**src/design/anc_pkg.sv**
```systemverilog
// shared types and constants for the arp neighbor cache
`timescale 1ns / 1ps
package anc_pkg;

	typedef struct packed {
		logic [1:0]  opcode;
		logic [31:0] ip_address;
		logic [47:0] mac_address;
		logic [31:0] target_ip;
		logic        is_request;
	} in_beat_t;

	typedef struct packed {
		logic [2:0]  action;
		logic [31:0] ip_out;
		logic [47:0] mac_out;
		logic        last;
	} out_beat_t;

	typedef struct packed {
		logic [31:0] my_ip;
		logic [15:0] entry_expire_ticks;
		logic [15:0] request_expire_ticks;
		logic [7:0]  max_requests;
	} cfg_t;

	localparam logic [1:0] OP_ARP    = 2'd0;
	localparam logic [1:0] OP_FILL   = 2'd1;
	localparam logic [1:0] OP_LOOKUP = 2'd2;
	localparam logic [1:0] OP_TICK   = 2'd3;

	localparam logic [2:0] ACT_NONE       = 3'd0;
	localparam logic [2:0] ACT_KNOWN      = 3'd1;
	localparam logic [2:0] ACT_REQUEST    = 3'd2;
	localparam logic [2:0] ACT_REPLY      = 3'd3;
	localparam logic [2:0] ACT_UNRESOLVED = 3'd4;
	localparam logic [2:0] ACT_FULL       = 3'd5;

	localparam logic [1:0] REG_MY_IP       = 2'd0;
	localparam logic [1:0] REG_ENTRY_EXP   = 2'd1;
	localparam logic [1:0] REG_REQUEST_EXP = 2'd2;
	localparam logic [1:0] REG_MAX_REQ     = 2'd3;

	localparam logic [47:0] MAC_UNRES   = 48'hFFFF_FFFF_FFFF;
	localparam logic [7:0]  CNT_MAX     = 8'hFF;
	localparam logic [4:0]  MAX_RESULTS = 5'd16;

	typedef enum logic [2:0] {
		ST_IDLE,
		ST_RD,
		ST_EV,
		ST_DEC,
		ST_REPLY,
		ST_FLUSH
	} state_t;

	typedef struct packed {
		logic load;
		logic rd;
		logic ev;
		logic dec;
		logic reply;
		logic flush;
	} cmd_t;

	typedef struct packed {
		logic idx_last;
		logic is_tick;
		logic ev_stall;
		logic dec_stall;
		logic rep_stall;
		logic out_free;
	} sts_t;

endpackage

```
**src/design/anc_ctrl.sv**
```systemverilog
// sequencer for scan, decision, reply and result flush
`timescale 1ns / 1ps
module anc_ctrl import anc_pkg::*; (
	input  logic   clk,
	input  logic   arst_n,
	input  logic   in_valid,
	output logic   in_ready,
	input  sts_t   sts,
	output cmd_t   cmd
);

	state_t state_q, state_nx;

	always_ff @(posedge clk or negedge arst_n) begin
		if (!arst_n) begin
			state_q <= ST_IDLE;
		end else begin
			state_q <= state_nx;
		end
	end

	always_comb begin
		state_nx = state_q;
		unique case (state_q)
			ST_IDLE: begin
				if (in_valid) state_nx = ST_RD;
			end
			ST_RD: state_nx = ST_EV;
			ST_EV: begin
				if (!sts.ev_stall) begin
					if (!sts.idx_last) state_nx = ST_RD;
					else if (sts.is_tick) state_nx = ST_FLUSH;
					else state_nx = ST_DEC;
				end
			end
			ST_DEC: begin
				if (!sts.dec_stall) state_nx = ST_REPLY;
			end
			ST_REPLY: begin
				if (!sts.rep_stall) state_nx = ST_FLUSH;
			end
			ST_FLUSH: begin
				if (sts.out_free) state_nx = ST_IDLE;
			end
			default: state_nx = ST_IDLE;
		endcase
	end

	always_comb begin
		cmd = '0;
		in_ready = 1'b0;
		unique case (state_q)
			ST_IDLE: begin
				in_ready = 1'b1;
				cmd.load = in_valid;
			end
			ST_RD:    cmd.rd = 1'b1;
			ST_EV:    cmd.ev = 1'b1;
			ST_DEC:   cmd.dec = 1'b1;
			ST_REPLY: cmd.reply = 1'b1;
			ST_FLUSH: cmd.flush = 1'b1;
			default:  cmd = '0;
		endcase
	end

endmodule

```
**src/design/anc_dp.sv**
```systemverilog
// entry table, scan registers and result registers
`timescale 1ns / 1ps
module anc_dp import anc_pkg::*; #(
	parameter int TABLE_DEPTH = 16,
	parameter int TIMER_BITS  = 16
) (
	input  logic      clk,
	input  logic      arst_n,
	input  cfg_t      cfg,
	input  in_beat_t  in_data,
	input  cmd_t      cmd,
	output sts_t      sts,
	output logic      out_valid,
	input  logic      out_ready,
	output out_beat_t out_data
);

	localparam int IW = (TABLE_DEPTH > 1) ? $clog2(TABLE_DEPTH) : 1;
	localparam logic [32:0] TMAX = 33'((64'd1 << TIMER_BITS) - 64'd1);

	typedef struct packed {
		logic [31:0]           ip;
		logic [47:0]           mac;
		logic                  in_use;
		logic [7:0]            cnt;
		logic [TIMER_BITS-1:0] timer;
	} entry_t;

	function automatic logic [TIMER_BITS-1:0] reload(input logic [15:0] v);
		logic [TIMER_BITS-1:0] r;
		if ({17'd0, v} > TMAX) r = TMAX[TIMER_BITS-1:0];
		else r = TIMER_BITS'(v);
		return r;
	endfunction

	function automatic logic [7:0] count_up(input logic [7:0] c);
		return (c == CNT_MAX) ? CNT_MAX : c + 8'd1;
	endfunction

	entry_t                 mem [TABLE_DEPTH];
	logic [TABLE_DEPTH-1:0] valid_q;
	entry_t                 rd_q;
	in_beat_t               in_q;
	logic [IW-1:0]          idx_q;
	logic                   hit_q, free_q;
	logic [IW-1:0]          hit_idx_q, free_idx_q;
	entry_t                 hit_q_ent;
	logic [4:0]             emit_cnt_q;
	out_beat_t              pend_q, out_q;
	logic                   pend_v_q, out_v_q;

	logic          emit_ok, can_push, out_free;
	logic          cur_valid;
	logic [TIMER_BITS-1:0] t_dec;
	logic          renew;
	logic          ev_push, dec_push, rep_push;
	logic          ev_go, dec_go, rep_go, push_go, flush_go;
	out_beat_t     dec_beat, push_beat;
	logic          learn, tip_me;
	logic          wr_en, set_valid, clr_valid;
	logic [IW-1:0] wr_idx;
	entry_t        wr_data, dec_wr;
	logic          dec_wr_en, dec_set;
	logic [IW-1:0] dec_idx;

	assign emit_ok  = emit_cnt_q < MAX_RESULTS;
	assign out_free = !out_v_q || out_ready;
	assign can_push = !pend_v_q || out_free;
	assign cur_valid = valid_q[idx_q];
	assign tip_me   = in_q.target_ip == cfg.my_ip;

	// tick evaluation of the entry just read
	assign t_dec = (rd_q.timer == '0) ? '0 : rd_q.timer - 1'b1;
	assign renew = rd_q.in_use || (rd_q.cnt != 8'd0 && rd_q.cnt <= cfg.max_requests);
	assign ev_push = (in_q.opcode == OP_TICK) && cur_valid && (t_dec == '0) && renew
		&& emit_ok;

	assign learn = tip_me || (in_q.target_ip == 32'd0 && hit_q);

	always_comb begin
		dec_push  = 1'b0;
		dec_beat  = '{action: ACT_NONE, ip_out: in_q.ip_address, mac_out: 48'd0, last: 1'b0};
		dec_wr_en = 1'b0;
		dec_set   = 1'b0;
		dec_idx   = hit_idx_q;
		dec_wr    = hit_q_ent;
		unique case (in_q.opcode)
			OP_ARP: begin
				dec_wr = '{ip: in_q.ip_address, mac: in_q.mac_address, in_use: 1'b0,
					cnt: 8'd0, timer: reload(cfg.entry_expire_ticks)};
				if (learn) begin
					if (hit_q) begin
						dec_wr_en = 1'b1;
					end else if (free_q) begin
						dec_wr_en = 1'b1;
						dec_set   = 1'b1;
						dec_idx   = free_idx_q;
					end else begin
						dec_push = 1'b1;
						dec_beat.action = ACT_FULL;
					end
				end
			end
			OP_FILL: begin
				dec_push = 1'b1;
				if (hit_q) begin
					if (hit_q_ent.mac != MAC_UNRES) begin
						dec_beat.action  = ACT_KNOWN;
						dec_beat.mac_out = hit_q_ent.mac;
					end else begin
						dec_wr_en = 1'b1;
						dec_wr.cnt   = count_up(hit_q_ent.cnt);
						dec_wr.timer = reload(cfg.request_expire_ticks);
						dec_beat.action  = ACT_REQUEST;
						dec_beat.mac_out = MAC_UNRES;
					end
				end else if (free_q) begin
					dec_wr_en = 1'b1;
					dec_set   = 1'b1;
					dec_idx   = free_idx_q;
					dec_wr = '{ip: in_q.ip_address, mac: MAC_UNRES, in_use: 1'b0,
						cnt: 8'd1, timer: reload(cfg.request_expire_ticks)};
					dec_beat.action  = ACT_REQUEST;
					dec_beat.mac_out = MAC_UNRES;
				end else begin
					dec_beat.action = ACT_FULL;
				end
			end
			OP_LOOKUP: begin
				dec_push = 1'b1;
				dec_beat.action  = ACT_UNRESOLVED;
				dec_beat.mac_out = MAC_UNRES;
				if (hit_q) begin
					dec_wr_en = 1'b1;
					dec_wr.in_use = 1'b1;
					if (hit_q_ent.mac != MAC_UNRES) begin
						dec_beat.action  = ACT_KNOWN;
						dec_beat.mac_out = hit_q_ent.mac;
					end
				end
			end
			OP_TICK: dec_push = 1'b0;
			default: dec_push = 1'b0;
		endcase
	end

	assign rep_push = (in_q.opcode == OP_ARP) && in_q.is_request && tip_me && emit_ok;

	assign sts.ev_stall  = ev_push && !can_push;
	assign sts.dec_stall = dec_push && emit_ok && !can_push;
	assign sts.rep_stall = rep_push && !can_push;
	assign sts.idx_last  = idx_q == IW'(TABLE_DEPTH - 1);
	assign sts.is_tick   = in_q.opcode == OP_TICK;
	assign sts.out_free  = out_free;

	assign ev_go    = cmd.ev && !sts.ev_stall;
	assign dec_go   = cmd.dec && !sts.dec_stall;
	assign rep_go   = cmd.reply && !sts.rep_stall;
	assign flush_go = cmd.flush && out_free;

	always_comb begin
		push_go   = 1'b0;
		push_beat = dec_beat;
		if (ev_go && ev_push) begin
			push_go   = 1'b1;
			push_beat = '{action: ACT_REQUEST, ip_out: rd_q.ip, mac_out: MAC_UNRES, last: 1'b0};
		end else if (dec_go && dec_push && emit_ok) begin
			push_go = 1'b1;
		end else if (rep_go && rep_push) begin
			push_go   = 1'b1;
			push_beat = '{action: ACT_REPLY, ip_out: in_q.ip_address,
				mac_out: in_q.mac_address, last: 1'b0};
		end
	end

	// single table write port
	always_comb begin
		wr_en     = 1'b0;
		set_valid = 1'b0;
		clr_valid = 1'b0;
		wr_idx    = idx_q;
		wr_data   = rd_q;
		if (ev_go && sts.is_tick && cur_valid) begin
			if (t_dec != '0) begin
				wr_en = 1'b1;
				wr_data.timer = t_dec;
			end else if (renew) begin
				wr_en = 1'b1;
				wr_data.timer  = reload(cfg.request_expire_ticks);
				wr_data.in_use = 1'b0;
				wr_data.cnt    = count_up(rd_q.cnt);
			end else begin
				clr_valid = 1'b1;
			end
		end else if (dec_go) begin
			wr_en     = dec_wr_en;
			set_valid = dec_set;
			wr_idx    = dec_idx;
			wr_data   = dec_wr;
		end
	end

	always_ff @(posedge clk) begin
		if (wr_en) mem[wr_idx] <= wr_data;
		if (cmd.rd) rd_q <= mem[idx_q];
	end

	always_ff @(posedge clk or negedge arst_n) begin
		if (!arst_n) begin
			valid_q <= '0;
		end else begin
			if (set_valid) valid_q[wr_idx] <= 1'b1;
			if (clr_valid) valid_q[wr_idx] <= 1'b0;
		end
	end

	always_ff @(posedge clk) begin
		if (cmd.load) in_q <= in_data;
		if (ev_go && cur_valid && rd_q.ip == in_q.ip_address && !hit_q) begin
			hit_idx_q <= idx_q;
			hit_q_ent <= rd_q;
		end
		if (ev_go && !cur_valid && !free_q) free_idx_q <= idx_q;
	end

	always_ff @(posedge clk or negedge arst_n) begin
		if (!arst_n) begin
			idx_q      <= '0;
			hit_q      <= 1'b0;
			free_q     <= 1'b0;
			emit_cnt_q <= '0;
		end else if (cmd.load) begin
			idx_q      <= '0;
			hit_q      <= 1'b0;
			free_q     <= 1'b0;
			emit_cnt_q <= '0;
		end else begin
			if (ev_go && !sts.idx_last) idx_q <= idx_q + 1'b1;
			if (ev_go && cur_valid && rd_q.ip == in_q.ip_address) hit_q <= 1'b1;
			if (ev_go && !cur_valid) free_q <= 1'b1;
			if (push_go) emit_cnt_q <= emit_cnt_q + 5'd1;
		end
	end

	// pending beat holds back the newest result until its last flag is known
	always_ff @(posedge clk) begin
		if (push_go) pend_q <= push_beat;
		if (flush_go) begin
			if (pend_v_q) out_q <= '{action: pend_q.action, ip_out: pend_q.ip_out,
				mac_out: pend_q.mac_out, last: 1'b1};
			else out_q <= '{action: ACT_NONE, ip_out: in_q.ip_address, mac_out: 48'd0,
				last: 1'b1};
		end else if (push_go && pend_v_q) begin
			out_q <= pend_q;
		end
	end

	always_ff @(posedge clk or negedge arst_n) begin
		if (!arst_n) begin
			pend_v_q <= 1'b0;
			out_v_q  <= 1'b0;
		end else begin
			if (flush_go) pend_v_q <= 1'b0;
			else if (push_go) pend_v_q <= 1'b1;
			if (flush_go || (push_go && pend_v_q)) out_v_q <= 1'b1;
			else if (out_ready) out_v_q <= 1'b0;
		end
	end

	assign out_valid = out_v_q;
	assign out_data  = out_q;

endmodule

```
**src/design/arp_neighbor_cache.sv**
```systemverilog
// top level of the arp neighbor cache: register port, sequencer and table
//
//  channel | dir | handshake            | beat
//  in      | in  | in_valid / in_ready  | in_beat_t (opcode, addresses, request flag)
//  out     | out | out_valid/out_ready  | out_beat_t (action, ip, mac, last)
//  apb     | in  | psel/penable/pready  | 32-bit register write or read
//
// every item scans the whole table, one entry at a time through the single table
// read port (read state, then evaluate state), then a tick goes to flush and other
// items pass decision and reply first; out can stall them; one item is in work at a time
// reset clears the valid bits at once, no clearing pass is needed
// a full result register and a full pending beat hold the scan until out drains
`timescale 1ns / 1ps
module arp_neighbor_cache import anc_pkg::*; #(
	parameter int TABLE_DEPTH = 16,
	parameter int TIMER_BITS  = 16
) (
	input  logic        clk,
	input  logic        arst_n,
	input  logic        in_valid,
	output logic        in_ready,
	input  in_beat_t    in_data,
	output logic        out_valid,
	input  logic        out_ready,
	output out_beat_t   out_data,
	input  logic        psel,
	input  logic        penable,
	input  logic        pwrite,
	input  logic [3:0]  paddr,
	input  logic [31:0] pwdata,
	output logic [31:0] prdata,
	output logic        pready
);

	cfg_t cfg_q;
	cmd_t cmd;
	sts_t sts;
	logic wr_go;

	assign pready = 1'b1;
	assign wr_go  = psel && penable && pwrite && pready;

	always_ff @(posedge clk or negedge arst_n) begin
		if (!arst_n) begin
			cfg_q.my_ip                <= 32'd0;
			cfg_q.entry_expire_ticks   <= 16'd60000;
			cfg_q.request_expire_ticks <= 16'd1000;
			cfg_q.max_requests         <= 8'd3;
		end else if (wr_go) begin
			unique case (paddr[3:2])
				REG_MY_IP:       cfg_q.my_ip <= pwdata;
				REG_ENTRY_EXP:   cfg_q.entry_expire_ticks <= pwdata[15:0];
				REG_REQUEST_EXP: cfg_q.request_expire_ticks <= pwdata[15:0];
				REG_MAX_REQ:     cfg_q.max_requests <= pwdata[7:0];
				default:         cfg_q.max_requests <= cfg_q.max_requests;
			endcase
		end
	end

	always_comb begin
		unique case (paddr[3:2])
			REG_MY_IP:       prdata = cfg_q.my_ip;
			REG_ENTRY_EXP:   prdata = {16'd0, cfg_q.entry_expire_ticks};
			REG_REQUEST_EXP: prdata = {16'd0, cfg_q.request_expire_ticks};
			REG_MAX_REQ:     prdata = {24'd0, cfg_q.max_requests};
			default:         prdata = 32'd0;
		endcase
	end

	anc_ctrl u_ctrl (
		.clk      (clk),
		.arst_n   (arst_n),
		.in_valid (in_valid),
		.in_ready (in_ready),
		.sts      (sts),
		.cmd      (cmd)
	);

	anc_dp #(
		.TABLE_DEPTH (TABLE_DEPTH),
		.TIMER_BITS  (TIMER_BITS)
	) u_dp (
		.clk       (clk),
		.arst_n    (arst_n),
		.cfg       (cfg_q),
		.in_data   (in_data),
		.cmd       (cmd),
		.sts       (sts),
		.out_valid (out_valid),
		.out_ready (out_ready),
		.out_data  (out_data)
	);

endmodule

```
**config.mk**
```make
export PLATFORM = sky130hd
export DESIGN_NAME = arp_neighbor_cache
export DESIGN_NICKNAME = d
export VERILOG_FILES = /design/src/design/anc_pkg.sv /design/src/design/anc_ctrl.sv /design/src/design/anc_dp.sv /design/src/design/arp_neighbor_cache.sv
export SDC_FILE = /design/constraint.sdc
export NUM_CORES = 2
export LEC_CHECK = 0
export BUFFER_PORTS_ARGS = -buffer_cell sky130_fd_sc_hd__buf_4
export CORE_ASPECT_RATIO = 1.5
export CORE_MARGIN = 5
export CORE_UTILIZATION = 35
export DETAILED_ROUTE_END_ITERATION = 7
export PLACE_DENSITY = 0.56
export SLEW_MARGIN = 20
export SYNTH_ARGS = -nofsm -noshare
export SYNTH_HDL_FRONTEND = slang
export SYNTH_SLANG_ARGS = --single-unit
```
**constraint.sdc**
```tcl
create_clock -name clk -period 11.1 [get_ports clk]
set_clock_uncertainty 0.05 [all_clocks]
set_input_delay 1.665 -clock clk [delete_from_list [all_inputs] [get_ports clk]]
set_output_delay 1.665 -clock clk [all_outputs]
set_load 0.01 [all_outputs]
```
==> flow_results.org <==
** Timing
- For the pin with the worst max-slew slack, the measured transition is 1.13 ns.
- Post-layout minimum cycle time :: 6.57 ns
- Hold is met by 0.377 ns.
- The final max-slew violation count is 0.
- After layout, the worst path uses 59.2% of the clock period.
- Setup repair after global routing left no endpoint under its margin.
- Worst slew margin relative to its limit :: 24.4%
- The hold violation count in the final report came to 0.
- Setup violations remaining at the end of the flow were counted as 0.
- The worst path meets setup with 4.53 ns of slack.
- Timing would allow up to 152 MHz.
- Setup TNS :: 0 ns

** Setup path
- Of all nets on the critical path, the largest fanout is 32.
- Walking the worst path, the cells encountered are inv_2 -> nor4_1 -> nand4_1 -> nor3_2 -> or2_2 -> mux2i_1 -> o22ai_1 -> nand2_1 -> nor3_4 -> buf_4 -> buf_4.
- In this design, the critical path's most frequently occurring cell is buf_4.
- The worst register-to-register path begins at u_dp.hit_q.
- Cells on worst reg2reg path :: 11
- Buffer and inverter count on the worst path :: 3
- Data on the critical path is required at its endpoint by 11.51 ns.
- Critical path capture point type :: flip-flop
- In this design, the stage delay of the slowest critical-path cell is 0.90 ns.
- STA classifies the critical path startpoint as a flip-flop.
- Slowest cell on the critical path :: dfrtp_1
- CP delay by family, top :: simple AND/OR/NAND/NOR gates
- In this run the critical register-to-register path is captured at u_dp.mem[3][52].
- Data on the critical path arrives at its endpoint at 6.98 ns.
- Setup slack of the worst register-to-register path :: 4.53 ns
- By startpoint and endpoint, the worst setup path is classified as reg -> reg.

** Run
- The tool flagged a number of max-cap violations equal to 0.

** Clock network
- Clock Latency Late Sink :: 0.91 ns
- Buffers inserted to repair hold after CTS numbered 0.
- CTS tree :: yes
- Gates resized during post-CTS repair numbered 0.
- In this run the clock root is driven by a clkbuf_16.
- Number of H-tree branching levels :: 4
- In this run the deepest clock path goes through 4 buffers.
- Clock transition at path regs :: 0.07 ns
- In this run, CTS created clock tree buffers numbering 224.
- For this design, the sink count on the clock tree is 2284.
- Buffer count from post-CTS setup fixing :: 0

** Power
- Design Power :: 24.4 mW
- The worst-case IR drop observed on VDD is 162 µV.
- In this run the power density over the cells is 235 mW/mm².
- Summed over all cells, the static leakage comes to 32.4 nW.

** Layout
- Summing all multi-input logic gate instances after layout gives 0.0213 mm².
- Finished Layout Cells :: 8257
- In the final layout, flip-flops and latches occupy 0.0681 mm².
- Share of layout cells above drive strength 1 :: 30.2%
- Summed area of non-filler cells in the final layout :: 0.104 mm²
- Measured on the finished design, the core utilization comes to 40.5%.
- Post-synthesis to final-layout area growth :: 15.5%
- Final net count :: 4914
- Counting the fill cells in the layout gives 22565.

** Drt
- Post-detailed-route wirelength per cell :: 28.6 µm
- For this block, the routed nets add up to 237000 µm of wire.
- Violation count after the first detailed-route iteration :: 4741
- DR vias :: 45368
- Count of antenna-violating nets left after detailed routing :: 0
- Number of search-and-repair iterations in the first detailed-routing pass :: 6
- Vias per cell :: 5.49
- For this run, design rule violations remaining after detail routing come to 0.

** Synth
- After synthesis, the share of cell area in mux cells is 15.9%.
- The synthesized design spends more area on one cell type than any other, namely edfxtp_1.
- After synthesis, the share of flip-flops with an asynchronous set or reset is 4.55%.
- Arithmetic-cell share of the synthesized area counting full adders, half adders and majority gates :: 0.250%
- Share of the synthesized area in compound gates (AO/OA/AOI/OAI) :: 2.79%
- Post-synthesis share of cell area spent on and, or, nand and nor gates :: 3.43%
- Xor and xnor fraction of the mapped netlist area :: 0.691%
- Leading post-synthesis cells by cell area :: edfxtp_1 (73%), mux4_2 (13%), dfrtp_1 (2.5%), mux2_2 (1.7%), o21ai_0 (0.79%)
- The most used flip-flop cell after synthesis is edfxtp_1.
- Area share of the largest cell type after synthesis :: 72.8%
- The number of different library cells used by synthesis comes to 80.
- Yosys printed 0 warnings.
- The number of nets in the synthesized netlist is 4555.
- Register area share after synthesis :: 75.7%
- Yosys reg bits :: 2284
- Mean area per synthesized cell :: 20.5 µm²
- Post-Synthesis Cells :: 4379
- Number of enable flip-flop cells after synthesis :: 2180
- Combinational family with the most area after synthesis :: multiplexers
- Summed instance area of the synthesized netlist :: 0.0899 mm²

** Die
- Measured along the x axis, the die boundary spans 424 µm.
- Once the floorplan was initialized, standard cells occupied 35.1% of the core.
- IO Pins :: 277
- The die is 631 µm tall.
- The die covers 0.267 mm².
- The core region is 0.256 mm².
- The floorplan has 228 rows.

** Place
- Number of cells after detailed placement :: 7846
- DPL Wire Length :: 128000 µm
- Count of input and output buffers :: 273
- Area after DPL :: 0.0963 mm²
- OpenSTA, run right after detailed placement, puts the worst setup slack at 3.99 ns.
- At the end of routability-driven placement, the weighted congestion stood at 0.819.

** Worst hold path
- Cell count of the worst hold path :: 0
- The path with the worst hold slack has its endpoint at u_dp.hit_q_ent[43].
- In this run the worst hold path is classified as reg -> reg.
- Launch point of the worst hold path :: u_dp.rd_q[43]

** Global routing
- Global-route wire length before repair :: 339000 µm
- Entering global routing, the biggest net connects 104 pins.
- Total routing resource utilization after global routing :: 17.3%
- The number of global-route vias before repair came to 46749.
- Overflow left after global routing :: 0
- Antenna violations before repair :: 7

** Status
- The flow ran to the end, and the final reports show no timing, DRC or antenna violations.
-- metal layers --
metal  wire (µm)  share of wire (%)  global-route usage (%)  vias up
li1            -                  -                       -    18888
met1       98300                 42                    23.8    24473
met2      117000                 50                    29.1     1690
met3       15600                6.6                    2.70      317
met4        5200                2.2                    4.13        0
met5           0                  0                       0        -
-- cells by family after synthesis --
logic type / after synthesis
AO/OA/AOI/OAI: 393
XOR/XNOR: 71
adder cells (fa/ha/maj): 18
buffers and inverters: 280
flip-flops: 2284
multiplexers: 738
other: 1
AND/OR/NAND/NOR: 594
-- how the worst max path moves through the flow --
stage | from | end | depth (start not counted)
after detailed placement | out_ready | u_dp.mem[3][52] | 12
after floorplan | out_ready | u_dp.mem[13][0] | 10
after global routing | u_dp.hit_q | u_dp.mem[3][52] | 11
final | u_dp.hit_q | u_dp.mem[3][52] | 11
after global placement | out_ready | u_dp.mem[3][51] | 12
after CTS | u_dp.hit_q | u_dp.mem[3][52] | 11
-- cell type report --
class / instances / share of cell area [%]
antenna: 2 / 0.00482
clock buffer: 277 / 5.65
clock inverter: 131 / 1.29
inverter: 35 / 0.134
multi-input combinational: 1815 / 20.5
sequential: 2284 / 65.6
tap: 3335 / 4.02
timing repair buffer: 378 / 2.82
-- registers in the layout, summed over array words and instances (netlist names), 5 cells and up --
register / count
u_dp.valid_q: 16
u_dp.mem: 1680
u_dp.out_data: 84
u_dp.pend_q: 83
u_dp.in_q: 83
cfg_q: 72
u_dp.rd_q: 105
u_dp.emit_cnt_q: 5
u_dp.hit_q_ent: 105
u_dp.dec_beat: 32
-- cells in the final DEF (no fill, tap or decap), drive strengths merged, types with 86 or more instances in the layout --
| cell | n |
|---|---|
| edfxtp | 2180 |
| mux4 | 538 |
| buf | 377 |
| clkbuf | 278 |
| nor2 | 172 |
| o21ai | 145 |
| mux2 | 136 |
| nand2 | 111 |
| dfrtp | 89 |
| clkinv | 86 |
-- Yosys cell counts (37+ instances only) --
cell and instances:
mux2_2 136, dfrtp_1 89, a31oi_1 69, clkbuf_1 179
nand3b_1 50, mux4_2 538, o21ai_0 142, and2_1 71
xnor2_1 37, a21oi_1 52, a221oi_1 40, nand2_1 110
nor2_1 171, buf_1 50, edfxtp_1 2180, mux2i_1 64
-- report_power, final --
group | switching, mW | total (mW) | internal (mW)
Sequential | 0.469 | 11.6 | 11.2
Clock | 3.28 | 7.61 | 4.33
Combinational | 3.18 | 5.20 | 2.02
(Power assumes the default switching activity.)
